==> config.mk <==
export PLATFORM = sky130hd
export DESIGN_NAME = frame_slot_ring_manager_unit
export DESIGN_NICKNAME = d
export VERILOG_FILES = /design/src/rtl/fsrm_pkg.sv /design/src/rtl/frame_slot_ring_manager_unit.sv /design/src/rtl/fsrm_ram.sv /design/src/rtl/fsrm_core.sv
export SDC_FILE = /design/constraint.sdc
export NUM_CORES = 1
export LEC_CHECK = 0
export ABC_AREA = 1
export BUFFER_PORTS_ARGS = -buffer_cell sky130_fd_sc_hd__buf_2
export CORE_MARGIN = 10
export CORE_UTILIZATION = 61
export DETAILED_ROUTE_END_ITERATION = 10
export GPL_TIMING_DRIVEN = 0
export PLACE_DENSITY_LB_ADDON = 0.05
export SLEW_MARGIN = 20
export SYNTH_ARGS = -nofsm -noshare
export SYNTH_HDL_FRONTEND = slang
export SYNTH_SLANG_ARGS = --single-unit
==> constraint.sdc <==
create_clock -name clk -period 11.6 [get_ports clk]
set_input_delay 2.32 -clock clk [delete_from_list [all_inputs] [get_ports clk]]
set_output_delay 2.32 -clock clk [all_outputs]
set_load 0.01 [all_outputs]
==> src/rtl/fsrm_pkg.sv <==
`default_nettype none

package fsrm_pkg;

    // Operation carried by an incoming request. Code 3 has no meaning and is ignored.
    typedef enum logic [1:0] {
        MODE_COMMIT  = 2'd0,
        MODE_RECEIVE = 2'd1,
        MODE_STOP    = 2'd2
    } mode_t;

    typedef enum logic [2:0] {
        STAT_STORED    = 3'd0,
        STAT_SKIPPED   = 3'd1,
        STAT_DELIVERED = 3'd2,
        STAT_EMPTY     = 3'd3,
        STAT_END       = 3'd4,
        STAT_IGNORED   = 3'd5,
        STAT_STOPPED   = 3'd6
    } status_t;

    typedef struct packed {
        logic [1:0]         mode;
        logic [7:0]         sender_index;
        logic signed [63:0] frame_time;
    } item_t;

    typedef struct packed {
        status_t            status;
        logic [2:0]         slot;
        logic signed [63:0] delivered_time;
        logic               ack_valid;
        logic [7:0]         ack_index;
        logic [31:0]        overruns;
    } result_t;

endpackage

`default_nettype wire

==> src/rtl/frame_slot_ring_manager_unit.sv <==
// Frame slot ring manager.
//
// Requests arrive on the item channel (item_valid, item_stall, item) and each one
// produces exactly one result request on the result channel (result_valid,
// result_stall, result). A request moves at a rising edge where valid is high and
// stall is low. A commit stores a frame timestamp in the next ring slot if it is
// free, a receive hands out the oldest stored frame, and a stop ends the stream.
//
// A taken request sits in the input register until the result register is empty or
// emptying; it is then processed and its result is registered in the result register.
// Throughput is one request per cycle while the result side does not stall; every
// update is a few pointer compares and one access to the timestamp memory.
//
// Reset clears every pointer, the queue count, the overrun counter and the stop
// flag, so all slots start free. Timestamp storage is not cleared; it is only read
// for slots that hold a frame. While the result side stalls, the result register
// holds its request, one more request waits in the input register, and item_stall
// rises only once both are occupied.
`default_nettype none

module frame_slot_ring_manager_unit
    import fsrm_pkg::*;
#(
    parameter int SLOTS = 8
) (
    input  wire logic    clk,
    input  wire logic    rst_n,
    input  wire logic    item_valid,
    output logic         item_stall,
    input  wire item_t   item,
    output logic         result_valid,
    input  wire logic    result_stall,
    output result_t      result
);

    logic    in_valid_reg, in_valid_next;
    item_t   in_data_reg, in_data_next;
    logic    out_valid_reg, out_valid_next;
    result_t out_data_reg, out_data_next;

    logic    fire, accept;
    result_t step_result;

    // The held request is processed whenever the result register is empty or emptying.
    assign fire       = in_valid_reg && (!out_valid_reg || !result_stall);
    assign item_stall = in_valid_reg && !fire;
    assign accept     = item_valid && !item_stall;

    fsrm_core #(
        .SLOTS (SLOTS)
    ) u_core (
        .clk    (clk),
        .rst_n  (rst_n),
        .fire   (fire),
        .item   (in_data_reg),
        .result (step_result)
    );

    always_comb
    begin
        in_valid_next = in_valid_reg;
        in_data_next  = in_data_reg;
        if (accept)
        begin
            in_valid_next = 1'b1;
            in_data_next  = item;
        end
        else if (fire)
        begin
            in_valid_next = 1'b0;
        end
    end

    always_comb
    begin
        out_valid_next = out_valid_reg;
        out_data_next  = out_data_reg;
        if (fire)
        begin
            out_valid_next = 1'b1;
            out_data_next  = step_result;
        end
        else if (!result_stall)
        begin
            out_valid_next = 1'b0;
        end
    end

    always_ff @(posedge clk or negedge rst_n)
    begin
        if (!rst_n)
        begin
            in_valid_reg  <= 1'b0;
            out_valid_reg <= 1'b0;
        end
        else
        begin
            in_valid_reg  <= in_valid_next;
            out_valid_reg <= out_valid_next;
        end
    end

    always_ff @(posedge clk)
    begin
        in_data_reg  <= in_data_next;
        out_data_reg <= out_data_next;
    end

    assign result_valid = out_valid_reg;
    assign result       = out_data_reg;

endmodule

`default_nettype wire

==> src/rtl/fsrm_ram.sv <==
`default_nettype none

module fsrm_ram #(
    parameter int WIDTH = 64,
    parameter int DEPTH = 8
) (
    input  wire logic                       clk,
    input  wire logic                       wr_en,
    input  wire logic [$clog2(DEPTH)-1:0]   wr_addr,
    input  wire logic [WIDTH-1:0]           wr_data,
    input  wire logic [$clog2(DEPTH)-1:0]   rd_addr,
    output logic      [WIDTH-1:0]           rd_data
);

    logic [WIDTH-1:0] mem [DEPTH];

    // Read returns the contents before a write to the same address in that cycle.
    always_ff @(posedge clk)
    begin
        if (wr_en)
        begin
            mem[wr_addr] <= wr_data;
        end
        rd_data <= mem[rd_addr];
    end

endmodule

`default_nettype wire

==> src/rtl/fsrm_core.sv <==
`default_nettype none

module fsrm_core
    import fsrm_pkg::*;
#(
    parameter int SLOTS = 8
) (
    input  wire logic  clk,
    input  wire logic  rst_n,
    input  wire logic  fire,
    input  wire item_t item,
    output result_t    result
);

    localparam int PTR_W = $clog2(SLOTS);
    localparam int CNT_W = $clog2(SLOTS + 1);
    localparam logic [PTR_W-1:0] LAST_SLOT = PTR_W'(SLOTS - 1);
    localparam logic [CNT_W-1:0] FULL_COUNT = CNT_W'(SLOTS);

    logic [PTR_W-1:0]   wp_reg, wp_next;
    logic [PTR_W-1:0]   rp_reg, rp_next;
    logic [CNT_W-1:0]   count_reg, count_next;
    logic [31:0]        overruns_reg, overruns_next;
    logic               halted_reg, halted_next;
    logic               consumed_reg, consumed_next;
    logic               byp_reg, byp_next;
    logic [63:0]        byp_data_reg;

    logic [PTR_W-1:0]   wp_inc, rp_inc, rp_prev, rd_addr;
    logic               w_free, store;
    logic [63:0]        rd_data;
    logic signed [63:0] slot_time_cur;

    // The queued slots run from the read pointer up to the write pointer. At most one
    // slot is consumed at a time: the one just before the read pointer, once anything
    // has been delivered. Slot status is therefore implied by the pointers.
    assign wp_inc  = (wp_reg == LAST_SLOT) ? '0 : wp_reg + PTR_W'(1);
    assign rp_inc  = (rp_reg == LAST_SLOT) ? '0 : rp_reg + PTR_W'(1);
    assign rp_prev = (rp_reg == '0) ? LAST_SLOT : rp_reg - PTR_W'(1);
    assign w_free  = (count_reg != FULL_COUNT) && !(consumed_reg && (wp_reg == rp_prev));

    always_comb
    begin
        wp_next       = wp_reg;
        rp_next       = rp_reg;
        count_next    = count_reg;
        overruns_next = overruns_reg;
        halted_next   = halted_reg;
        consumed_next = consumed_reg;
        store         = 1'b0;
        result        = '0;
        result.status = STAT_IGNORED;
        unique case (mode_t'(item.mode))
            MODE_COMMIT:
            begin
                if (!halted_reg)
                begin
                    if (w_free)
                    begin
                        store         = 1'b1;
                        count_next    = count_reg + CNT_W'(1);
                        wp_next       = wp_inc;
                        result.status = STAT_STORED;
                        result.slot   = 3'(wp_reg);
                    end
                    else
                    begin
                        if (overruns_reg != '1)
                        begin
                            overruns_next = overruns_reg + 32'd1;
                        end
                        result.status = STAT_SKIPPED;
                    end
                    result.ack_valid = 1'b1;
                    result.ack_index = item.sender_index;
                end
            end
            MODE_RECEIVE:
            begin
                if (count_reg == '0)
                begin
                    result.status = halted_reg ? STAT_END : STAT_EMPTY;
                end
                else
                begin
                    count_next            = count_reg - CNT_W'(1);
                    rp_next               = rp_inc;
                    consumed_next         = 1'b1;
                    result.status         = STAT_DELIVERED;
                    result.slot           = 3'(rp_reg);
                    result.delivered_time = slot_time_cur;
                end
            end
            MODE_STOP:
            begin
                halted_next   = 1'b1;
                result.status = STAT_STOPPED;
            end
            default:
            begin
                result.status = STAT_IGNORED;
            end
        endcase
        result.overruns = overruns_next;
    end

    // The read port always looks at the slot the read pointer will hold next cycle,
    // so the timestamp of the oldest queued slot is ready when a receive arrives.
    assign rd_addr  = fire ? rp_next : rp_reg;
    assign byp_next = fire && store && (wp_reg == rd_addr);
    assign slot_time_cur = byp_reg ? byp_data_reg : rd_data;

    fsrm_ram #(
        .WIDTH (64),
        .DEPTH (SLOTS)
    ) u_time_ram (
        .clk     (clk),
        .wr_en   (fire && store),
        .wr_addr (wp_reg),
        .wr_data (item.frame_time),
        .rd_addr (rd_addr),
        .rd_data (rd_data)
    );

    always_ff @(posedge clk or negedge rst_n)
    begin
        if (!rst_n)
        begin
            wp_reg       <= '0;
            rp_reg       <= '0;
            count_reg    <= '0;
            overruns_reg <= '0;
            halted_reg   <= 1'b0;
            consumed_reg <= 1'b0;
            byp_reg      <= 1'b0;
        end
        else
        begin
            byp_reg <= byp_next;
            if (fire)
            begin
                wp_reg       <= wp_next;
                rp_reg       <= rp_next;
                count_reg    <= count_next;
                overruns_reg <= overruns_next;
                halted_reg   <= halted_next;
                consumed_reg <= consumed_next;
            end
        end
    end

    always_ff @(posedge clk)
    begin
        byp_data_reg <= item.frame_time;
    end

endmodule

`default_nettype wire

# After elaboration in Yosys (flattened, before gate mapping)
# Memory sizes are Yosys's and may differ from the RTL's. A register that Yosys moved wholly into a read port is not among the register bits.
# Index checks and enable logic that the tools add are counted.
# op_classes
n_addsub	6
eq_ne	12
muxes	33
bitwise	4
n_reduce_logical	24
# op_table
cell	count
$mux W32	4
$mux W67	1
$mux W64	1
$add A32 B1 Y32 const B	1
$ne A32 B32 Y1 const B	1
$mux W3	9
$mux W4	3
$mux W1	10
$mux W9	1
$pmux W3 S3	1
$pmux W4 S2	1
$logic_and A1 B1 Y1	7
$add A3 B1 Y3 const B	2
$eq A3 B3 Y1	2
$eq A3 B3 Y1 const B	2
$mux W6	1
$pmux W3 S2	1
$logic_not A1 Y1	5
$reduce_and A5 Y1	1
$add A4 B1 Y4 const B	1
$logic_not A4 Y1	1
$ne A2 B1 Y1 const B	2
$ne A2 B2 Y1 const B	2
$ne A4 B4 Y1 const B	1
other kinds (13)	18
# word_totals
register_bits	296
ramBits	512
in_bits	78
output_inout_bits	113
word_cells	99
memories	1
# mem_list
memory	depth	word_bits	read_ports	rd_clocked_by_memory_dff	wr	line	rtl
u_core.u_time_ram.mem	8	64	1	1	1	fsrm_ram.sv:15	logic [WIDTH-1:0] mem [DEPTH];

# Longest topological paths before layout
# depth
depth_word	12
ltp_mapped	16
depth_no_buf	15

# Hierarchy
# Synthesis repeated with hierarchy kept, for this count alone.
# hier_totals
hier_cells	3279
hier_area_um2	35016.1
# modules_own_cells
mod	n_inst	cells_each	area_per_inst_um2	seq_area_each_um2
fsrm_ram	1	2294	23657.7	16656.0
fsrm_core	1	788	5708.0	2407.3
frame_slot_ring_manager_unit	1	197	5650.4	5605.4

# Least setup slack after synthesis
# OpenSTA, ideal clock, no wires.
# synth_path
kind	input-to-reg
startpoint	input result_stall
endpoint	memory u_core.u_time_ram.mem[0][0] (enable)
setup_time_ns	0.644
arrival_time_ns	8.808
t_required_ns	10.956
slack_ns	2.148
path_stages	5
n_path_buf	0
cell_sequence	nand2_2 nand2_2 inv_4 nand2_2 nor4_1
# synth_between
elab_chain_len	6
# synth_lines
element	line	rtl
start: declaration	frame_slot_ring_manager_unit.sv:32	input wire logic result_stall,
$logic_not A1 Y1	n/a	
$logic_or A1 B1 Y1	frame_slot_ring_manager_unit.sv:45	assign fire = in_valid_reg && (!out_valid_reg || !result_stall);
$logic_and A1 B1 Y1	frame_slot_ring_manager_unit.sv:45	
$logic_and A1 B1 Y1	fsrm_core.sv:118	.wr_en (fire && store),
$mux W1	fsrm_ram.sv:20	if (wr_en)
$mux W1 (implied by the code)	fsrm_ram.sv:22	mem[wr_addr] <= wr_data;
end: declaration	fsrm_ram.sv:15	
# Every way passes these cells.

# Final worst setup path
# layout_path
startpoint	input result_stall
endpoint	output item_stall
# layout_between
elab_chain_len	5
# layout_lines
element	line	rtl
$logic_not A1 Y1	n/a	
$logic_or A1 B1 Y1	frame_slot_ring_manager_unit.sv:45	
$logic_and A1 B1 Y1	frame_slot_ring_manager_unit.sv:45	
$logic_not A1 Y1	frame_slot_ring_manager_unit.sv:46	assign item_stall = in_valid_reg && !fire;
$logic_and A1 B1 Y1	frame_slot_ring_manager_unit.sv:46	
end: declaration	frame_slot_ring_manager_unit.sv:29	output logic item_stall,
# Every way passes these cells.

==> results.cfg <==
[status]
outcome = complete, no violations

[placed_design]
placed_area_mm2 = 0.0374
place_inst = 4103
io_buffers = 190
post-place-ws_ns = 6.22
dp_hpwl_um = 56700
gp_congestion = 0.869

[sta]
worst_pin_slew_ns = 0.990
fmax_mhz = 196
setup_ws_ns = 6.51
hold_viol_final = 0
drv_slew = 0
period_needed_ns = 5.09
rsz0062_at_grt = no
final.setup.tns_ns = 0
period_share_pct = 43.9
relSlewSlack_pct = 34.0
finalSetupViolCount = 0
finClkSkew_ns = 0.0210

[setup_path]
setup.worst_path.start_class = primary input
rrSetupSlack_ns = 7.29
path_class = in -> out
worstPathRequired_ns = 9.28
worstReg2RegEnd = u_core.u_time_ram.mem[2][37]
r2r_start = u_core.rp_reg[0]
r2r_cells = 19
cp_slowest_stage_delay_ns = 0.16
worstSetupEndpoint = item_stall
arrival_ns = 2.77
startpoint = result_stall
cp_slowest_cell = buf_2
worstSetupEndpointType = primary output
path_max_fanout = 3
path_cells = buf_2 -> nand2_2 -> nor2_1 -> buf_2
cpMostUsedCell = buf_2

[clock_tree]
post-cts-setup-buffers = 0
cts.clk_slew.worst_paths_ns = 0.06
clock_sinks = 872
holdBufCountCts = 0
cts_repair_resize_count = 0
cts_root_buf = clkbuf_16
htree_levels = 3
clock_path_buffers = 3
cts_tree = done
numCtsBuffers = 86
clock_latency_ns = 0.65

[die]
ios = 191
core_area_mm2 = 0.0565
dieArea_mm2 = 0.0670
die_w_um = 259
rows = 87
start_util_pct = 61.6
fp.dieH_um = 259

[yosys]
synth_fp_nets = 3140
ys_types = 36
ys_seq_elements = 872
netlist_area_mm2 = 0.0348
avgSynthCellArea_um2 = 11.4
synth_edf_count = 697
synthArstFlopShare_pct = 5.39
ys.flop_type = edfxtp_1
synth_cells = 3052
yosysWarnings = 0
synth_seq_area_share_pct = 70.9

[global_routing]
grt_pass1_wl_um = 129000
first_global_vias = 23300
grt_max_degree = 48
grtUsageTotal_pct = 24.7
antenna_found_initial = 1
overflow = 0

[cells_and_area]
nets = 3523
diodes = 0
layout.cells.non_filler = 4263
largest_reg_flops = 512
fin_area_mm2 = 0.0404
final_common_cell = nand2_1
area_growth_pct = 15.9
drive_gt1_share_pct = 16.6
nFillCells = 3938
mostFrequentLayoutCells = nand2_1 (914), edfxtp_1 (697), buf_2 (359), inv_1 (328), nand3_1 (299)

[power_and_ir_drop]
p_comb_share_pct = 25.0
power_frac_seq_pct = 42.9
pwr-share-clk_pct = 32.1
p_leak_nw = 16.9
swShare_pct = 32.0
p_int_w = 0.00599
ir_worst_vdd_mv = 0.184
power_density_mw_per_mm2 = 218
p_sw_w = 0.00282

[routing]
via_per_inst = 5.44
drt-initial-drc-count = 2090
routed_wl_um = 82900
ant_nets = 0
vias = 23200
drc = 0
wl_per_cell_um = 19.5
first_pass_iters = 7

[min_path]
hold_start = u_core.consumed_reg
hp-class = reg -> reg

[flow_run]
maxCapViolCount = 0
-- cell families (layout without fill, tap and decap cells) --
group	Yosys count	in the layout	share of synthesized area, %
simple gates	1568	1568	21.2
fa+ha+maj	10	10	0.381
compound gates	104	104	1.55
xor+xnor	6	6	0.151
flops	872	872	70.9
buf+inv	492	947	5.80
-- area by class of cell --
| cell class | count | area (µm²) | area share (%) |
|---|---|---|---|
| sequential | 872 | 24700 | 61.1 |
| multi-input combinational | 1688 | 8170 | 20.2 |
| clock buffer | 127 | 2550 | 6.33 |
| timing repair buffer | 295 | 1620 | 4.01 |
| inverter | 338 | 1270 | 3.16 |
| tap | 756 | 946 | 2.34 |
| buffer | 154 | 752 | 1.86 |
| clock inverter | 33 | 370 | 0.918 |
-- layer usage --
metal / track usage (%) / vias to the layer above / share of wire (%)
li1: - / 11000 / -
met1: 33.0 / 11200 / 42
met2: 40.5 / 901 / 48
met3: 4.26 / 154 / 7.5
met4: 8.20 / 0 / 2.8
met5: 0 / - / 0
-- critical path: cells and delay by family --
| kind | cells | cell delay, ns |
|---|---|---|
| and+or+nand+nor | 2 | 0.21 |
| buffers and inverters | 2 | 0.24 |
-- synth_stat cells, types with 7 or more instances --
| library cell | count | area, µm² |
|---|---|---|
| inv_2 | 7 | 26.3 |
| inv_1 | 329 | 1230 |
| a21oi_1 | 66 | 330 |
| clkbuf_1 | 35 | 131 |
| nand3_1 | 299 | 1500 |
| o21ai_0 | 32 | 160 |
| nor4_1 | 11 | 68.8 |
| dfrtp_1 | 47 | 1180 |
| nor2_1 | 46 | 173 |
| buf_2 | 102 | 510 |
| nand3b_1 | 260 | 1950 |
| nor2_2 | 7 | 43.8 |
| dfxtp_1 | 128 | 2560 |
| buf_1 | 8 | 30.0 |
| ha_1 | 9 | 113 |
| nand2_1 | 914 | 3430 |
| edfxtp_1 | 697 | 20900 |
| buf_4 | 7 | 52.6 |
-- power by group through the flow --
stage	Sequential, W	Clock (W)	Combinational (W)
global route	0.00380	0.00298	0.00246
floorplan	0.00384	0	0.00143
detailed placement	0.00384	0	0.00218
CTS	0.00378	0.00285	0.00220
finish	0.00378	0.00283	0.00221
global placement	0.00384	0	0.00213
-- worst min path at each step --
stage                     endpoint  slack, ns  cells past startpoint
5_1_grt        u_core.consumed_reg       0.51                      2
3_3_place_gp   u_core.consumed_reg       0.46                      2
2_1_floorplan  u_core.consumed_reg       0.44                      2
3_5_place_dp   u_core.consumed_reg       0.46                      2
6_report       u_core.consumed_reg       0.48                      2
4_1_cts        u_core.consumed_reg       0.48                      2
-- metrics by stage --
stage | util (%) | power, W | hold slack, ns
detailed placement | 66.2 | 0.00602 | 0.460
CTS | 71.4 | 0.00883 | 0.476
global placement | 65.0 | 0.00598 | 0.456
global route | 71.4 | 0.00923 | 0.511
finish | 71.4 | 0.00881 | 0.476
floorplan | - | 0.00527 | 0.435
(Power assumes the default switching activity.)
